<file path="config.mk">
export PLATFORM = sky130hd
export DESIGN_NAME = time_ordered_ready_queue
export DESIGN_NICKNAME = d
export VERILOG_FILES = /design/src/torq_pkg.sv /design/src/torq_ctrl.sv /design/src/torq_dp.sv /design/src/time_ordered_ready_queue.sv
export SDC_FILE = /design/constraint.sdc
export NUM_CORES = 1
export LEC_CHECK = 0
export ABC_AREA = 0
export BUFFER_PORTS_ARGS = -buffer_cell sky130_fd_sc_hd__buf_4
export CAP_MARGIN = 20
export CORE_ASPECT_RATIO = 1.4
export CORE_UTILIZATION = 45
export DETAILED_ROUTE_END_ITERATION = 10
export PLACE_DENSITY = 0.72
export SYNTH_ARGS = -nofsm -noshare
export SYNTH_HDL_FRONTEND = slang
export SYNTH_SLANG_ARGS = --single-unit
</file>
<file path="constraint.sdc">
create_clock -name clock -period 5.65 [get_ports clock]
set_input_delay 0.2825 -clock clock [delete_from_list [all_inputs] [get_ports clock]]
set_output_delay 0.2825 -clock clock [all_outputs]
set_load 0.02 [all_outputs]
</file>
<file path="src/torq_pkg.sv">
// ----------------------------------------------------------------------------
// Time-ordered ready queue package
// Sizes, operation and status codes, field layout and controller interface.
// ----------------------------------------------------------------------------
package torq_pkg;

   localparam int CAPACITY       = 16;
   localparam int ID_BITS        = 8;
   localparam int TIME_BITS      = 32;
   localparam int SLOT_BITS      = $clog2(CAPACITY);
   localparam int CNT_BITS       = $clog2(CAPACITY + 1);

   localparam int OP_BITS        = 2;
   localparam int ST_BITS        = 3;
   localparam int EXT_ID_BITS    = 8;
   localparam int COUNT_OUT_BITS = 5;

   localparam int REQ_USER_BITS  = OP_BITS;
   localparam int REQ_USED_BITS  = EXT_ID_BITS + 2 * TIME_BITS + 1;
   localparam int REQ_DATA_BITS  = ((REQ_USED_BITS + 7) / 8) * 8;
   localparam int RSP_USER_BITS  = ST_BITS;
   localparam int RSP_USED_BITS  = EXT_ID_BITS + 2 * TIME_BITS + COUNT_OUT_BITS;
   localparam int RSP_DATA_BITS  = ((RSP_USED_BITS + 7) / 8) * 8;
   localparam int RSP_PAD_BITS   = RSP_DATA_BITS - RSP_USED_BITS;

   localparam logic [OP_BITS-1:0] OP_INSERT   = 2'd0;
   localparam logic [OP_BITS-1:0] OP_REMOVE   = 2'd1;
   localparam logic [OP_BITS-1:0] OP_DISPATCH = 2'd2;
   localparam logic [OP_BITS-1:0] OP_COMPLETE = 2'd3;

   localparam logic [ST_BITS-1:0] ST_OK       = 3'd0;
   localparam logic [ST_BITS-1:0] ST_EMPTY    = 3'd1;
   localparam logic [ST_BITS-1:0] ST_FULL     = 3'd2;
   localparam logic [ST_BITS-1:0] ST_NOTFOUND = 3'd3;
   localparam logic [ST_BITS-1:0] ST_NOCUR    = 3'd4;

   typedef struct packed {
      logic capture;
      logic scan_read;
      logic commit;
   } torq_cmd_type;

   typedef struct packed {
      logic last_slot;
   } torq_stat_type;

   function automatic logic earlier(input logic [TIME_BITS-1:0] ta,
                                    input logic [ID_BITS-1:0]   ia,
                                    input logic [TIME_BITS-1:0] tb,
                                    input logic [ID_BITS-1:0]   ib);
      return (ta != tb) ? (ta < tb) : (ia < ib);
   endfunction

endpackage

</file>
<file path="src/torq_ctrl.sv">
// ----------------------------------------------------------------------------
// Time-ordered ready queue controller
// Sequences capture, slot scan, drain and commit for each request.
// ----------------------------------------------------------------------------
module torq_ctrl (
   input  logic                    clock,
   input  logic                    reset,
   input  logic                    req_tvalid,
   output logic                    req_tready,
   output logic                    rsp_tvalid,
   input  logic                    rsp_tready,
   output torq_pkg::torq_cmd_type  cmd,
   input  torq_pkg::torq_stat_type stat
);
   import torq_pkg::*;

   typedef enum logic [1:0] {S_IDLE, S_SCAN, S_DRAIN, S_COMMIT} state_type;

   state_type state_ff;
   logic      rsp_valid_ff;
   logic      out_free;

   assign out_free   = !rsp_valid_ff || rsp_tready;
   assign req_tready = (state_ff == S_IDLE);
   assign rsp_tvalid = rsp_valid_ff;

   always_comb begin
      cmd = '0;
      unique case (state_ff)
         S_IDLE:   cmd.capture   = req_tvalid;
         S_SCAN:   cmd.scan_read = 1'b1;
         S_DRAIN:  cmd           = '0;
         S_COMMIT: cmd.commit    = out_free;
         default:  cmd           = '0;
      endcase
   end

   always_ff @(posedge clock) begin
      if (reset) begin
         state_ff     <= S_IDLE;
         rsp_valid_ff <= 1'b0;
      end else begin
         if (cmd.commit) begin
            rsp_valid_ff <= 1'b1;
         end else if (rsp_tready) begin
            rsp_valid_ff <= 1'b0;
         end
         unique case (state_ff)
            S_IDLE: begin
               if (req_tvalid) state_ff <= S_SCAN;
            end
            S_SCAN: begin
               if (stat.last_slot) state_ff <= S_DRAIN;
            end
            S_DRAIN: begin
               state_ff <= S_COMMIT;
            end
            S_COMMIT: begin
               if (out_free) state_ff <= S_IDLE;
            end
            default: begin
               state_ff <= S_IDLE;
            end
         endcase
      end
   end

endmodule

</file>
<file path="src/torq_dp.sv">
// ----------------------------------------------------------------------------
// Time-ordered ready queue datapath
// Slot memory, valid bits, scheduler state, scan unit and result register.
// ----------------------------------------------------------------------------
module torq_dp (
   input  logic                                  clock,
   input  logic                                  reset,
   input  torq_pkg::torq_cmd_type                cmd,
   output torq_pkg::torq_stat_type               stat,
   input  logic [torq_pkg::REQ_DATA_BITS-1:0]    req_tdata,
   input  logic [torq_pkg::REQ_USER_BITS-1:0]    req_tuser,
   output logic [torq_pkg::RSP_DATA_BITS-1:0]    rsp_tdata,
   output logic [torq_pkg::RSP_USER_BITS-1:0]    rsp_tuser
);
   import torq_pkg::*;

   logic [TIME_BITS-1:0] slot_time_mem [CAPACITY];
   logic [ID_BITS-1:0]   slot_id_mem   [CAPACITY];
   logic [CAPACITY-1:0]  slot_valid_ff, slot_valid_in;

   logic [OP_BITS-1:0]   op_ff;
   logic [ID_BITS-1:0]   id_ff;
   logic [TIME_BITS-1:0] rtime_ff, dur_ff;
   logic                 died_ff;

   logic [SLOT_BITS-1:0] scan_idx_ff;
   logic                 rd_live_ff;
   logic [TIME_BITS-1:0] rd_time_ff;
   logic [ID_BITS-1:0]   rd_id_ff;
   logic                 rd_valid_ff;
   logic [SLOT_BITS-1:0] rd_idx_ff;

   logic                 best_found_ff, free_found_ff;
   logic [SLOT_BITS-1:0] best_idx_ff, free_idx_ff;
   logic [TIME_BITS-1:0] best_time_ff;
   logic [ID_BITS-1:0]   best_id_ff;
   logic                 cand;

   logic [TIME_BITS-1:0] clock_ff, clock_in;
   logic [ID_BITS-1:0]   cur_id_ff, cur_id_in;
   logic                 cur_valid_ff, cur_valid_in;
   logic [CNT_BITS-1:0]  count_ff, count_in;

   logic [ST_BITS-1:0]   status_ff, status_in;
   logic [ID_BITS-1:0]   cid_ff, cid_in;
   logic [TIME_BITS-1:0] ctime_ff, ctime_in;

   logic                 wr_en;
   logic [TIME_BITS-1:0] wr_time;
   logic [ID_BITS-1:0]   wr_id;
   logic [TIME_BITS:0]   sum;
   logic [TIME_BITS-1:0] sat_time;
   logic [CNT_BITS:0]    occupied;
   logic                 full;

   assign stat.last_slot = (scan_idx_ff == SLOT_BITS'(CAPACITY - 1));

   assign cand = rd_valid_ff && ((op_ff != OP_REMOVE) || (rd_id_ff == id_ff));

   // capture request, step scan, collect best and first free slot
   always_ff @(posedge clock) begin
      if (cmd.capture) begin
         op_ff       <= req_tuser[OP_BITS-1:0];
         id_ff       <= ID_BITS'(req_tdata[EXT_ID_BITS-1:0]);
         rtime_ff    <= req_tdata[EXT_ID_BITS +: TIME_BITS];
         dur_ff      <= req_tdata[EXT_ID_BITS + TIME_BITS +: TIME_BITS];
         died_ff     <= req_tdata[EXT_ID_BITS + 2 * TIME_BITS];
         scan_idx_ff <= '0;
      end else if (cmd.scan_read) begin
         scan_idx_ff <= scan_idx_ff + 1'b1;
      end
      if (rd_live_ff) begin
         if (cand && (!best_found_ff ||
                      earlier(rd_time_ff, rd_id_ff, best_time_ff, best_id_ff))) begin
            best_idx_ff  <= rd_idx_ff;
            best_time_ff <= rd_time_ff;
            best_id_ff   <= rd_id_ff;
         end
         if (!rd_valid_ff && !free_found_ff) begin
            free_idx_ff <= rd_idx_ff;
         end
      end
   end

   always_ff @(posedge clock) begin
      if (reset) begin
         rd_live_ff    <= 1'b0;
         best_found_ff <= 1'b0;
         free_found_ff <= 1'b0;
      end else begin
         rd_live_ff <= cmd.scan_read;
         if (cmd.capture) begin
            best_found_ff <= 1'b0;
            free_found_ff <= 1'b0;
         end else if (rd_live_ff) begin
            if (cand) best_found_ff <= 1'b1;
            if (!rd_valid_ff) free_found_ff <= 1'b1;
         end
      end
   end

   // slot memory: one write port, one registered read port
   always_ff @(posedge clock) begin
      if (cmd.commit && wr_en) begin
         slot_time_mem[free_idx_ff] <= wr_time;
         slot_id_mem[free_idx_ff]   <= wr_id;
      end
      if (cmd.scan_read) begin
         rd_time_ff  <= slot_time_mem[scan_idx_ff];
         rd_id_ff    <= slot_id_mem[scan_idx_ff];
         rd_valid_ff <= slot_valid_ff[scan_idx_ff];
         rd_idx_ff   <= scan_idx_ff;
      end
   end

   assign sum      = {1'b0, clock_ff} + {1'b0, dur_ff};
   assign sat_time = sum[TIME_BITS] ? '1 : sum[TIME_BITS-1:0];
   assign occupied = {1'b0, count_ff} + (CNT_BITS + 1)'(cur_valid_ff);
   assign full     = (occupied >= (CNT_BITS + 1)'(CAPACITY));

   always_comb begin
      status_in     = ST_OK;
      cid_in        = '0;
      ctime_in      = '0;
      clock_in      = clock_ff;
      cur_id_in     = cur_id_ff;
      cur_valid_in  = cur_valid_ff;
      count_in      = count_ff;
      slot_valid_in = slot_valid_ff;
      wr_en         = 1'b0;
      wr_time       = rtime_ff;
      wr_id         = id_ff;
      case (op_ff)
         OP_INSERT: begin
            if (full) begin
               status_in = ST_FULL;
            end else begin
               wr_en                      = 1'b1;
               slot_valid_in[free_idx_ff] = 1'b1;
               count_in                   = count_ff + 1'b1;
            end
         end
         OP_REMOVE: begin
            if (!best_found_ff) begin
               status_in = ST_NOTFOUND;
            end else begin
               slot_valid_in[best_idx_ff] = 1'b0;
               count_in                   = count_ff - 1'b1;
            end
         end
         OP_DISPATCH: begin
            if (cur_valid_ff) begin
               cid_in   = cur_id_ff;
               ctime_in = clock_ff;
            end else if (!best_found_ff) begin
               status_in = ST_EMPTY;
            end else begin
               slot_valid_in[best_idx_ff] = 1'b0;
               count_in                   = count_ff - 1'b1;
               cur_id_in                  = best_id_ff;
               cur_valid_in               = 1'b1;
               clock_in                   = best_time_ff;
               cid_in                     = best_id_ff;
               ctime_in                   = best_time_ff;
            end
         end
         default: begin
            if (!cur_valid_ff) begin
               status_in = ST_NOCUR;
            end else begin
               cid_in = cur_id_ff;
               if (died_ff) begin
                  cur_valid_in = 1'b0;
               end else if (dur_ff == '0) begin
                  ctime_in = clock_ff;
               end else begin
                  clock_in                   = sat_time;
                  cur_valid_in               = 1'b0;
                  wr_en                      = 1'b1;
                  wr_time                    = sat_time;
                  wr_id                      = cur_id_ff;
                  slot_valid_in[free_idx_ff] = 1'b1;
                  count_in                   = count_ff + 1'b1;
                  ctime_in                   = sat_time;
               end
            end
         end
      endcase
   end

   always_ff @(posedge clock) begin
      if (reset) begin
         slot_valid_ff <= '0;
         clock_ff      <= '0;
         cur_id_ff     <= '0;
         cur_valid_ff  <= 1'b0;
         count_ff      <= '0;
      end else if (cmd.commit) begin
         slot_valid_ff <= slot_valid_in;
         clock_ff      <= clock_in;
         cur_id_ff     <= cur_id_in;
         cur_valid_ff  <= cur_valid_in;
         count_ff      <= count_in;
      end
   end

   always_ff @(posedge clock) begin
      if (cmd.commit) begin
         status_ff <= status_in;
         cid_ff    <= cid_in;
         ctime_ff  <= ctime_in;
      end
   end

   assign rsp_tuser = status_ff;
   assign rsp_tdata = {{RSP_PAD_BITS{1'b0}}, COUNT_OUT_BITS'(count_ff), clock_ff,
                       ctime_ff, EXT_ID_BITS'(cid_ff)};

endmodule

</file>
<file path="src/time_ordered_ready_queue.sv">
// ----------------------------------------------------------------------------
// Time-ordered ready queue
// Bounded scheduler table ordered by ready time, then entity id.
// ----------------------------------------------------------------------------
//  Channel  Direction  Payload
//  req_     in         tuser: operation; tdata: entity_id, ready_time,
//                      action_duration, entity_died
//  rsp_     out        tuser: status; tdata: chosen_id, chosen_time,
//                      clock_now, entry_count
//
//  A request holds the block through the transfer, a scan of one slot per
//  cycle through the single slot memory read port, a drain of the last read
//  and a commit, which waits while the previous result is unaccepted; the
//  result is registered at the commit.
//  A new request transfers while the previous result waits on rsp_tready.
//  Reset empties the table, zeroes the clock and drops the current entity.
// ----------------------------------------------------------------------------
module time_ordered_ready_queue (
   input  logic                                  clock,
   input  logic                                  reset,
   input  logic                                  req_tvalid,
   output logic                                  req_tready,
   // entity_id[7:0], ready_time[39:8], action_duration[71:40], entity_died[72]
   input  logic [torq_pkg::REQ_DATA_BITS-1:0]    req_tdata,
   // operation[1:0]
   input  logic [torq_pkg::REQ_USER_BITS-1:0]    req_tuser,
   output logic                                  rsp_tvalid,
   input  logic                                  rsp_tready,
   // chosen_id[7:0], chosen_time[39:8], clock_now[71:40], entry_count[76:72]
   output logic [torq_pkg::RSP_DATA_BITS-1:0]    rsp_tdata,
   // status[2:0]
   output logic [torq_pkg::RSP_USER_BITS-1:0]    rsp_tuser
);
   import torq_pkg::*;

   torq_cmd_type  cmd;
   torq_stat_type stat;

   torq_ctrl u_ctrl (
      .clock      (clock),
      .reset      (reset),
      .req_tvalid (req_tvalid),
      .req_tready (req_tready),
      .rsp_tvalid (rsp_tvalid),
      .rsp_tready (rsp_tready),
      .cmd        (cmd),
      .stat       (stat)
   );

   torq_dp u_dp (
      .clock     (clock),
      .reset     (reset),
      .cmd       (cmd),
      .stat      (stat),
      .req_tdata (req_tdata),
      .req_tuser (req_tuser),
      .rsp_tdata (rsp_tdata),
      .rsp_tuser (rsp_tuser)
   );

endmodule

</file>
=== After elaboration in Yosys (flattened, before gate mapping) ===
Memories as Yosys holds them, arrays and structs flattened. A register that Yosys moved wholly into a read port is not among the register bits.
Cells that the tools add are included.

* Input bits: 86
* Output and inout bits: 85
* Memories kept: 2
* Flip-flop bits (word level): 243
* Logic and storage cells: 169
* RAM bits: 640

{| class="wikitable"
|+ Memory list
! name !! depth !! width !! rd ports !! clocked after Yosys merged registers in !! wr ports !! line !! source
|-
| u_dp.slot_time_mem || 16 || 32 || 1 || 1 || 1 || torq_dp.sv:17 || <nowiki>logic [TIME_BITS-1:0] slot_time_mem [CAPACITY];</nowiki>
|-
| u_dp.slot_id_mem || 16 || 8 || 1 || 1 || 1 || torq_dp.sv:18 || <nowiki>logic [ID_BITS-1:0] slot_id_mem [CAPACITY];</nowiki>
|}

* Bitwise logic cells: 6
* Reduce and logical (&&, ||, !) cells: 32
* Add/sub/neg operators: 5
* $lt $le $gt $ge: 8
* Multiplexer cells: 73
* Equal/unequal tests: 18

{| class="wikitable"
|+ Operators by type and width
! cell !! count
|-
| 32-bit two-way mux || 14
|-
| 32-bit case mux with 2 select lines || 2
|-
| 16-bit two-way mux || 6
|-
| 8-bit two-way mux || 7
|-
| 16-bit case mux with 3 select lines || 1
|-
| 32-bit by 32-bit adder with 33-bit output || 1
|-
| 32-bit logical NOT || 1
|-
| 32-bit less-than comparator || 1
|-
| 32-bit != test || 1
|-
| 5-bit two-way mux || 6
|-
| 1-bit two-way mux || 21
|-
| 16-bit bitwise AND || 1
|-
| 16-bit inverter || 1
|-
| 16-bit OR || 1
|-
| 8-bit case mux with 2 select lines || 1
|-
| 4-bit by 5-bit less-than comparator with 1-bit output, second input constant || 3
|-
| 5-bit case mux with 3 select lines || 1
|-
| 6-bit AND reduction || 2
|-
| 2-bit two-way mux || 5
|-
| 2-bit != test, second input constant || 5
|-
| 2-bit AND reduction || 5
|-
| 3-bit case mux with 3 select lines || 1
|-
| 1-bit demux with 4-bit select || 2
|-
| 8-bit == test || 1
|-
| 27 further kinds || 52
|}

=== Depth between registers and ports, before layout ===
Gate-level depths: netlist (run 1).

* Depth after elaboration: 9
* Depth in mapped cells: 13
* Depth with buffers taken out: 11

=== Hierarchy ===
A second synthesis (run 1) with hierarchy kept.

* Cells, all modules: 2181
* Area, all modules: 38338.0 µm²

{| class="wikitable"
|+ Modules (own cells, without submodules)
! module !! cells each !! times used !! area an instance (µm²) !! sequential area each (µm²)
|-
| torq_dp || 2158 || 1 || 38124.1 || 26935.8
|-
| torq_ctrl || 23 || 1 || 214.0 || 60.1
|}

=== Least setup slack after synthesis (run 1) ===
Ideal clock, no wire load.

* Kind: register to register
* From: register u_dp.dur_ff[1]
* To: memory u_dp.slot_id_mem[12][0], enable pin
* Required time: 5.163 ns
* Cell stages (with the launch flop): 10
* Path slack: 0.931 ns
* Path buffers: 1
* Arrival: 4.232 ns
* Setup time: 0.487 ns
* Period minus slack after synthesis: 4.719 ns
* Cells stage by stage: edfxtp_1 > nor4_1 > nand4_1 > or2_2 > clkbuf_1 > nand3_1 > o31a_1 > nor2_1 > nand3_1 > nor3_1

* Word-level cells in the longest chain between the ends: 8

{| class="wikitable"
|+ Ends and longest elaborated chain
! what !! line !! source
|-
| start, declared || torq_dp.sv:23 || <nowiki>logic [TIME_BITS-1:0] rtime_ff, dur_ff;</nowiki>
|-
| start signal, assigned || torq_dp.sv:66 || <nowiki>dur_ff <= req_tdata[EXT_ID_BITS + TIME_BITS +: TIME_BITS];</nowiki>
|-
| 32-bit logical NOT || torq_dp.sv:174 || <nowiki>end else if (dur_ff == '0) begin</nowiki>
|-
| 1-bit two-way mux || torq_dp.sv:174 ||
|-
| 1-bit two-way mux || torq_dp.sv:172 || <nowiki>if (died_ff) begin</nowiki>
|-
| 1-bit two-way mux || torq_dp.sv:168 || <nowiki>if (!cur_valid_ff) begin</nowiki>
|-
| 1-bit case mux with 2 select lines || torq_dp.sv:133 || <nowiki>case (op_ff)</nowiki>
|-
| 1-bit logical AND || torq_dp.sv:104 || <nowiki>if (cmd.commit && wr_en) begin</nowiki>
|-
| 1-bit two-way mux || torq_dp.sv:104 ||
|-
| 1-bit two-way mux (implied by the code) || torq_dp.sv:106 || <nowiki>slot_id_mem[free_idx_ff] <= wr_id;</nowiki>
|-
| end, declared || torq_dp.sv:18 ||
|}

Every way passes these cells.

=== Final worst setup path (run 1) ===
* From: register u_dp.dur_ff[0]
* To: memory u_dp.slot_time_mem[14][28], data pin

* Word-level cells in the longest chain between the ends: 6
* Elaborated cells between the ends (all ways): 7
* Classes of those cells: 1 x add/sub; 5 x mux; 1 x reduce/logical

{| class="wikitable"
|+ Ends and longest elaborated chain
! what !! line !! source
|-
| 32-bit by 32-bit adder with 33-bit output || torq_dp.sv:116 || <nowiki>assign sum = {1'b0, clock_ff} + {1'b0, dur_ff};</nowiki>
|-
| 32-bit two-way mux || torq_dp.sv:117 || <nowiki>assign sat_time = sum[TIME_BITS] ? '1 : sum[TIME_BITS-1:0];</nowiki>
|-
| 32-bit two-way mux * || torq_dp.sv:174 ||
|-
| 32-bit two-way mux * || torq_dp.sv:172 ||
|-
| 32-bit two-way mux * || torq_dp.sv:168 ||
|-
| 32-bit two-way mux * || torq_dp.sv:133 ||
|-
| via u_dp.wr_time[28] || torq_dp.sv:49 || <nowiki>logic [TIME_BITS-1:0] wr_time;</nowiki>
|-
| end, declared || torq_dp.sv:17 ||
|}

Mark *: on every way through the listed nets, which the timed path passes. The rest lies on a longest branch.

==> results_tabular.tex, run 1 <==
\begin{tabular}{lr}
\hline
Metric & Value \\
\hline
\multicolumn{2}{l}{\textbf{GRT}} \\
Number of global-route vias before repair & 23100 \\
GRT Residual Overflow & 0 \\
Antenna violations before repair & 2 \\
Wire length of the first global-routing pass & 145 mm \\
Aggregate global-route resource usage & 22.5\% \\
Largest net degree at the start of global routing & 70 \\
\multicolumn{2}{l}{\textbf{Worst setup path}} \\
Reg2Reg Depth & 11 \\
Crit end category & register \\
WP data arrival & 4.53 ns \\
Critical Setup Path Class & register to register \\
Max FO, Critical Path & 16 \\
Kind of launch point of the worst setup path & register \\
Critical path required time & 5.91 ns \\
Launching instance or port of the critical path & u\_dp.dur\_ff[0] \\
Reg-to-reg startpoint & u\_dp.dur\_ff[0] \\
\multicolumn{2}{l}{\textbf{Timing}} \\
Maximum clock rate & 234 MHz \\
Max transition margin & 23.3\% \\
Clock period minus final worst setup slack & 4.27 ns \\
Unrepaired setup endpoints after global routing & no \\
Count of endpoints failing hold in the final timing report & 0 \\
Fin Clk Skew & 0.0141 ns \\
Final-report setup violation count & 0 \\
Worst slew pin tran & 1.15 ns \\
Tcrit/Tclk final & 75.5\% \\
Slack of the critical path & 1.38 ns \\
Final hold slack & 0.0953 ns \\
Number of max-slew violations in the final report & 0 \\
Setup\_tns & 0 ns \\
\multicolumn{2}{l}{\textbf{CTS}} \\
Number of buffers on the longest clock path & 3 \\
Sinks on Clock Net & 923 \\
Cells resized by post-CTS repair & 0 \\
Clock tree from TritonCTS & yes \\
Number of levels in the clock H-tree & 3 \\
Clock slew at reported path FFs & 0.07 ns \\
Clock buffer count from CTS & 80 \\
Clock latency reported for the late side of the worst-skew pair & 0.64 ns \\
Clock root cell & sky130\_fd\_sc\_hd\_\_clkbuf\_16 \\
\multicolumn{2}{l}{\textbf{Place}} \\
Placed standard-cell area & 41100 sq um \\
Number of port buffers & 160 \\
Pre-CTS setup slack & 1.42 ns \\
DP HPWL & 57.6 mm \\
Routability cong. & 0.970 \\
\multicolumn{2}{l}{\textbf{Drt}} \\
Total Wirelength & 96.8 mm \\
First-pass iteration count of the detailed router & 5 \\
Total number of vias & 22400 \\
Via count normalized by instance count & 6.08 \\
WL/cell & 26.2 um \\
DRT antenna net count & 0 \\
Initial drt markers & 2228 \\
\# DRC & 0 \\
\multicolumn{2}{l}{\textbf{Final layout}} \\
Post-layout instance area & 44700 sq um \\
Area delta synth->final & 16.6\% \\
Util after Layout & 53.0\% \\
Fillcell total & 6427 \\
Net count, final & 2708 \\
Number of antenna diodes & 0 \\
Fraction of final layout cells with drive strength greater than 1 & 23.0\% \\
\multicolumn{2}{l}{\textbf{Synthesis}} \\
Mean instance size in the synthesized netlist & 16.9 sq um \\
Cell types with the largest area share after synthesis & sky130\_fd\_sc\_hd\_\_edfxtp\_1 (67\%), sky130\_fd\_sc\_hd\_\_mux4\_2 (12\%), sky130\_fd\_sc\_hd\_\_dfxtp\_1 (3.8\%) \\
Number of warnings issued by yosys & 0 \\
Cell type with the highest aggregate area in the netlist & sky130\_fd\_sc\_hd\_\_edfxtp\_1 \\
Number of enable-type register cells in the synthesized netlist & 851 \\
Share of synthesized area occupied by flip-flops and latches & 70.4\% \\
Main flop type after synthesis & sky130\_fd\_sc\_hd\_\_edfxtp\_1 \\
Post-Syn Area & 38400 sq um \\
Flop and latch count out of synthesis & 923 \\
Cell count after synthesis & 2276 \\
Proportion of synthesized flip-flops having asynchronous set or reset & 0\% \\
Share of Yosys cell area claimed by the top area cell type & 66.6\% \\
Unique cell type count in the Yosys netlist & 71 \\
\multicolumn{2}{l}{\textbf{Floorplan}} \\
Number of cell rows & 126 \\
Placeable core region & 84300 sq um \\
Vert. Die Dim & 348 um \\
Initial Utilization & 45.5\% \\
Number of placed I/O pins & 171 \\
Die Footprint & 86500 sq um \\
Die width & 249 um \\
\multicolumn{2}{l}{\textbf{Worst hold path}} \\
Hold Path Origin & req\_tvalid \\
Worst hold path cell count & 5 \\
Hold Crit Class & input port to register \\
\multicolumn{2}{l}{\textbf{Pwr}} \\
Leakage power of the design & 15.1 nW \\
Pwr dens & 391 nW/um\^{}2 \\
VDD IR-drop max & 0.255 mV \\
\multicolumn{2}{l}{\textbf{Status}} \\
Result of the run & complete, no violations \\
\multicolumn{2}{l}{\textbf{Job}} \\
Maximum capacitance violations & 0 \\
\hline
\end{tabular}
==> layer usage <==
metal,GRT usage (%),vias up,wire (um)
met5,0,-,0
met4,9.19,0,3680
met3,3.48,201,7230
met2,39.9,1135,50300
met1,27.3,11500,35600
li1,-,9587,-
==> flip-flops by register name, summed over array words and instances, names as in the netlist, 2 cells and up <==
register	flops
u_dp.slot_time_mem	512
u_dp.slot_id_mem	128
u_dp.best_time_ff	32
u_dp.clock_ff	32
u_dp.ctime_ff	32
u_dp.dur_ff	32
u_dp.rd_time_ff	32
u_dp.rtime_ff	32
u_dp.slot_valid_ff	16
u_dp.best_id_ff	8
u_dp.cid_ff	8
u_dp.cur_id_ff	8
u_dp.id_ff	8
u_dp.rd_id_ff	8
u_dp.count_ff	5
u_dp.best_idx_ff	4
u_dp.free_idx_ff	4
u_dp.rd_idx_ff	4
u_dp.scan_idx_ff	4
u_dp.rsp_tuser	3
u_ctrl.state_ff	2
u_dp.op_ff	2
==> synth_stat cells (12+ instances only) <==
| master | count |
|---|---|
| sky130_fd_sc_hd__edfxtp_1 | 851 |
| sky130_fd_sc_hd__nand3_1 | 23 |
| sky130_fd_sc_hd__nand2_1 | 118 |
| sky130_fd_sc_hd__xor2_1 | 16 |
| sky130_fd_sc_hd__a221oi_1 | 13 |
| sky130_fd_sc_hd__nand4_1 | 28 |
| sky130_fd_sc_hd__a21oi_1 | 97 |
| sky130_fd_sc_hd__nor3_1 | 40 |
| sky130_fd_sc_hd__o22ai_1 | 28 |
| sky130_fd_sc_hd__dfxtp_1 | 72 |
| sky130_fd_sc_hd__mux4_2 | 205 |
| sky130_fd_sc_hd__xnor2_1 | 28 |
| sky130_fd_sc_hd__o21ai_0 | 79 |
| sky130_fd_sc_hd__buf_1 | 23 |
| sky130_fd_sc_hd__ha_1 | 84 |
| sky130_fd_sc_hd__nand2b_1 | 17 |
| sky130_fd_sc_hd__inv_1 | 55 |
| sky130_fd_sc_hd__a22oi_1 | 33 |
| sky130_fd_sc_hd__a21o_1 | 29 |
| sky130_fd_sc_hd__clkbuf_1 | 88 |
| sky130_fd_sc_hd__nor2b_1 | 12 |
| sky130_fd_sc_hd__nor2_1 | 173 |
==> where the power goes <==
group / total [mW] / internal, mW / switching (mW)
clock: 5.88 / 3.40 / 2.48
combinational: 3.04 / 1.34 / 1.70
sequential: 8.56 / 8.20 / 0.356
==> stage by stage <==
step | cells | power [mW]
2_1_floorplan | 2278 | 10.7
6_report | 3689 | 17.5
3_3_place_gp | 3462 | 11.6
5_1_grt | 3689 | 18.1
3_5_place_dp | 3464 | 11.7
4_1_cts | 3687 | 17.6
==> kinds of logic after synthesis <==
group	Yosys count	synth area share, %
DFF	923	70.4
buffers and inverters	176	1.79
and+or+nand+nor	455	5.37
muxes	208	12.1
xor gates and xnor gates	44	1.00
other	1	0.00977
AOI/OAI and AO/OA	383	6.52
adders and majority gates	86	2.84
==> area by class of cell <==
cell class / count / area, sq um / area share, %
timing repair buffer: 297 / 2480 / 5.54
multi-input combinational: 1179 / 10900 / 24.3
tap: 1088 / 1360 / 3.04
clock buffer: 101 / 2170 / 4.86
sequential: 923 / 27000 / 60.4
inverter: 55 / 206 / 0.462
clock inverter: 46 / 651 / 1.45
==> placed cells by master, fill, tap and decap left out, drive strengths merged, types with 5 or more instances in the layout <==
cell         count
bufinv          14
a211oi           9
dlygate4sd3     76
a22oi           33
o21a            11
a221oi          14
xor2            16
mux4           205
xnor2           28
ha              84
o21bai           5
nor3            40
a22o             9
o22ai           28
o22a             5
or3              6
nor2           174
o32ai            7
dfxtp           72
clkbuf         102
buf            220
nand3           23
a21o            29
nor2b           12
clkinv          26
nand2          118
and3             6
a21oi           99
inv             59
nand2b          18
o21ai           89
and2             8
a31oi           11
nand4           28
nor4            11
edfxtp         851
o31a             5
==> path summary, 6_finish.rpt <==
kind / to / slack (ns)
worst max-delay path: u_dp.slot_time_mem[14][28] / 1.38
worst max register to register: u_dp.slot_time_mem[14][28] / 1.38
worst min register to register: u_dp.best_idx_ff[3] / 0.45
worst min-delay path: u_ctrl.state_ff[0] / 0.1
==> repair_timing <==
| item | CTS | global route |
|---|---|---|
| hold buffers | 76 | 0 |
| setup buffers | 0 | 0 |
| hold endpoints to repair | 76 | 0 |
==> critical path, cell delays in order, from the launching register on <==
cell and delay, ns:
sky130_fd_sc_hd__edfxtp_1 0.41, sky130_fd_sc_hd__ha_1 0.25, sky130_fd_sc_hd__fa_1 0.44, sky130_fd_sc_hd__a21o_1 0.19, sky130_fd_sc_hd__a221oi_2 0.40, sky130_fd_sc_hd__o211ai_1 0.33
sky130_fd_sc_hd__and2_1 0.29, sky130_fd_sc_hd__a31o_1 0.28, sky130_fd_sc_hd__a21oi_1 0.22, sky130_fd_sc_hd__xnor2_1 0.16, sky130_fd_sc_hd__o21ai_0 0.49, sky130_fd_sc_hd__nand2_1 0.43
Power figures use the tool's default switching activity.
==> run 2, diff against run 1 <==
Clock period 5.65 ns to 4.14 ns, I/O delays scaled along.
==> run 2 against run 1 <==
Via count about the same; non-clock buffer count increased by 19; largest power group unchanged; fmax increased by 9.5%; clock power increased by 30%; critical path depth increased by 1; first-iteration DRC count decreased by 1.0%; critical endpoint is now u_dp.slot_time_mem[10][28]; die area unchanged; register-to-register slack got worse by 1.1 ns; worst hold slack improved by 0.051 ns; clock skew increased by 0.017 ns; cell count increased by 0.49%.
==> results_tabular.tex, run 2 (synthesis gave the netlist of run 1 again) <==
\begin{tabular}{lr}
\hline
Metric & Value \\
\hline
\multicolumn{2}{l}{\textbf{Worst setup path}} \\
Reg-to-reg startpoint & u\_dp.dur\_ff[0] (unchanged) \\
WP data arrival & 4.12 ns (was 4.53 ns) \\
Critical Setup Path Class & register to register (unchanged) \\
Critical path's largest stage delay & 0.43 ns (was 0.49 ns) \\
R2R Path End & u\_dp.slot\_time\_mem[10][28] (was u\_dp.slot\_time\_mem[14][28]) \\
Critical path required time & 4.36 ns (was 5.91 ns) \\
Max FO, Critical Path & 16 (unchanged) \\
Family with the most delay on the worst path & compound AO/OA/AOI/OAI gates (unchanged) \\
Buffers plus inverters on the worst setup path & 1 (was 0) \\
Kind of launch point of the worst setup path & register (unchanged) \\
Cell breakdown of the critical path & ha\_1 > fa\_1 > a21o\_1 > a221oi\_2 > buf\_4 > o211ai\_1 > and2\_1 > a31o\_1 > a21oi\_1 > xnor2\_1 > o21ai\_0 > nand2\_1 (was ha\_1 > fa\_1 > a21o\_1 > a221oi\_2 > o211ai\_1 > and2\_1 > a31o\_1 > a21oi\_1 > xnor2\_1 > o21ai\_0 > nand2\_1) \\
Critical path's slowest cell & sky130\_fd\_sc\_hd\_\_fa\_1 (was sky130\_fd\_sc\_hd\_\_o21ai\_0) \\
Crit end category & register (unchanged) \\
Reg2Reg Depth & 12 (was 11) \\
Setup slack on the worst flop-to-flop path & 0.24 ns (was 1.38 ns) \\
\multicolumn{2}{l}{\textbf{Drt}} \\
Initial drt markers & 2205 (was 2228) \\
First-pass iteration count of the detailed router & 6 (was 5) \\
Total number of vias & 22400 (about the same) \\
Total Wirelength & 97.0 mm (was 96.8 mm) \\
WL/cell & 26.2 um (about the same) \\
Via count normalized by instance count & 6.04 (was 6.08) \\
\# DRC & 0 (unchanged) \\
DRT antenna net count & 0 (unchanged) \\
\multicolumn{2}{l}{\textbf{Pwr}} \\
Proportion of power drawn by the clock network & 32.6\% (was 33.6\%) \\
VDD IR-drop max & 0.289 mV (was 0.255 mV) \\
Pwr dens & 525 nW/um\^{}2 (was 391 nW/um\^{}2) \\
Switching fraction of total power & 26.5\% (was 26.0\%) \\
Int Power & 17.3 mW (was 12.9 mW) \\
Switching power of the nets & 6.25 mW (was 4.53 mW) \\
Final Power & 23.6 mW (was 17.5 mW) \\
Seq pwr share & 49.3\% (was 49.0\%) \\
Combinational share of power & 18.2\% (was 17.4\%) \\
Leakage power of the design & 15.1 nW (about the same) \\
\multicolumn{2}{l}{\textbf{Final layout}} \\
Number of antenna diodes & 0 (unchanged) \\
Top register by number of flip-flops & u\_dp.slot\_time\_mem (unchanged) \\
Fillcell total & 6460 (was 6427) \\
Flip-flop count of the largest register, all copies and words added & 512 (unchanged) \\
Top flop regs & u\_dp.slot\_time\_mem: 512 flops, u\_dp.slot\_id\_mem: 128 flops (unchanged) \\
Non-filler instance count after layout & 3707 (was 3689) \\
Fraction of final layout cells with drive strength greater than 1 & 23.7\% (was 23.0\%) \\
Net count, final & 2728 (was 2708) \\
Post-layout instance area & 44900 sq um (was 44700 sq um) \\
Multi-input logic area & 10900 sq um (about the same) \\
Area delta synth->final & 16.9\% (was 16.6\%) \\
Commonest cells after routing, fill and taps aside & sky130\_fd\_sc\_hd\_\_edfxtp\_1 (851), sky130\_fd\_sc\_hd\_\_buf\_4 (224), sky130\_fd\_sc\_hd\_\_mux4\_2 (205) (was sky130\_fd\_sc\_hd\_\_edfxtp\_1 (851), sky130\_fd\_sc\_hd\_\_buf\_4 (215), sky130\_fd\_sc\_hd\_\_mux4\_2 (205)) \\
Util after Layout & 53.2\% (was 53.0\%) \\
Most common library cell in the layout ignoring fill and taps & sky130\_fd\_sc\_hd\_\_edfxtp\_1 (unchanged) \\
Sequential cell area & 27000 sq um (unchanged) \\
\multicolumn{2}{l}{\textbf{CTS}} \\
Number of buffers on the longest clock path & 3 (unchanged) \\
Sinks on Clock Net & 923 (unchanged) \\
Clock buffer count from CTS & 81 (was 80) \\
Clock latency reported for the late side of the worst-skew pair & 0.65 ns (was 0.64 ns) \\
Clock slew at reported path FFs & 0.07 ns (about the same) \\
Clock root cell & sky130\_fd\_sc\_hd\_\_clkbuf\_16 (unchanged) \\
Number of levels in the clock H-tree & 3 (unchanged) \\
Number of setup buffers added after CTS & 0 (unchanged) \\
Clock tree from TritonCTS & yes (unchanged) \\
\multicolumn{2}{l}{\textbf{Floorplan}} \\
Vert. Die Dim & 348 um (unchanged) \\
Number of cell rows & 126 (unchanged) \\
Die width & 249 um (unchanged) \\
Number of placed I/O pins & 171 (unchanged) \\
Placeable core region & 84300 sq um (unchanged) \\
Initial Utilization & 45.5\% (unchanged) \\
Die Footprint & 86500 sq um (unchanged) \\
\multicolumn{2}{l}{\textbf{Place}} \\
Placed Cells & 3482 (was 3464) \\
Pre-CTS setup slack & 0.348 ns (was 1.42 ns) \\
DP HPWL & 59.4 mm (was 57.6 mm) \\
Number of port buffers & 160 (unchanged) \\
Placed standard-cell area & 41400 sq um (was 41100 sq um) \\
Routability cong. & 0.974 (was 0.970) \\
\multicolumn{2}{l}{\textbf{Timing}} \\
Tcrit/Tclk final & 94.2\% (was 75.5\%) \\
Number of max-slew violations in the final report & 0 (unchanged) \\
Final-report setup violation count & 0 (unchanged) \\
Unrepaired setup endpoints after global routing & no (unchanged) \\
Worst slew pin tran & 0.971 ns (was 1.15 ns) \\
Maximum clock rate & 257 MHz (was 234 MHz) \\
Count of endpoints failing hold in the final timing report & 0 (unchanged) \\
Fin Clk Skew & 0.0315 ns (was 0.0141 ns) \\
Final hold slack & 0.147 ns (was 0.0953 ns) \\
Slack of the critical path & 0.242 ns (was 1.38 ns) \\
Max transition margin & 35.1\% (was 23.3\%) \\
Setup\_tns & 0 ns (unchanged) \\
Clock period minus final worst setup slack & 3.90 ns (was 4.27 ns) \\
\multicolumn{2}{l}{\textbf{GRT}} \\
Number of global-route vias before repair & 22700 (was 23100) \\
Largest net degree at the start of global routing & 69 (was 70) \\
Wire length of the first global-routing pass & 144 mm (was 145 mm) \\
Aggregate global-route resource usage & 22.3\% (was 22.5\%) \\
Antenna violations before repair & 2 (unchanged) \\
GRT Residual Overflow & 0 (unchanged) \\
\multicolumn{2}{l}{\textbf{Job}} \\
Maximum capacitance violations & 0 (unchanged) \\
\multicolumn{2}{l}{\textbf{Worst hold path}} \\
Hold Crit Class & input port to register (unchanged) \\
Hold Path Origin & reset (was req\_tvalid) \\
Worst-case hold path end point & u\_dp.clock\_ff[2] (was u\_ctrl.state\_ff[0]) \\
Worst hold path cell count & 2 (was 5) \\
\multicolumn{2}{l}{\textbf{Status}} \\
Result of the run & complete, no violations (unchanged) \\
\hline
\end{tabular}
run 2: area by class of cell:
type	instances	area share [%]
flip-flops and latches	923	60.2
multi-input cells	1179	24.3
repair buffers	316	6.07
clock buffers	90	4.69
well taps	1088	3.04
clock inverters	56	1.27
inverters	55	0.460
run 2: worst max-delay path by stage:
stage,depth (start not counted),start,end
floorplan,11,u_dp.best_time_ff[1],u_dp.best_id_ff[0]
global placement,13,u_dp.best_time_ff[1],u_dp.best_time_ff[2]
detailed placement,12,u_dp.dur_ff[0],u_dp.slot_time_mem[10][28]
CTS,12,u_dp.dur_ff[0],u_dp.slot_time_mem[10][28]
global route,12,u_dp.dur_ff[0],u_dp.slot_time_mem[10][28]
finish,12,u_dp.dur_ff[0],u_dp.slot_time_mem[10][28]
run 2: repair_timing:
item                                    in CTS  in global routing
hold buffers                                77                  0
gates resized for setup                      0                  0
endpoints found under the hold margin       77                  0
endpoints found under the setup margin       0                  0
run 2: power groups by stage:
stage / clock, mW / combinational [mW] / sequential, mW
3_3_place_gp: 0 / 4.05 / 11.8
4_1_cts: 7.78 / 4.30 / 11.6
5_1_grt: 8.08 / 4.60 / 11.7
6_report: 7.67 / 4.28 / 11.6
2_1_floorplan: 0 / 2.98 / 11.6
3_5_place_dp: 0 / 4.20 / 11.8
run 2: metal layers:
layer / up-vias / routed length, um / GRT usage [%]
li1: 9631 / - / -
met5: - / 26 / 0
met1: 11400 / 36000 / 27.3
met3: 205 / 6590 / 2.89
met2: 1132 / 51100 / 40.0
met4: 4 / 3350 / 8.71
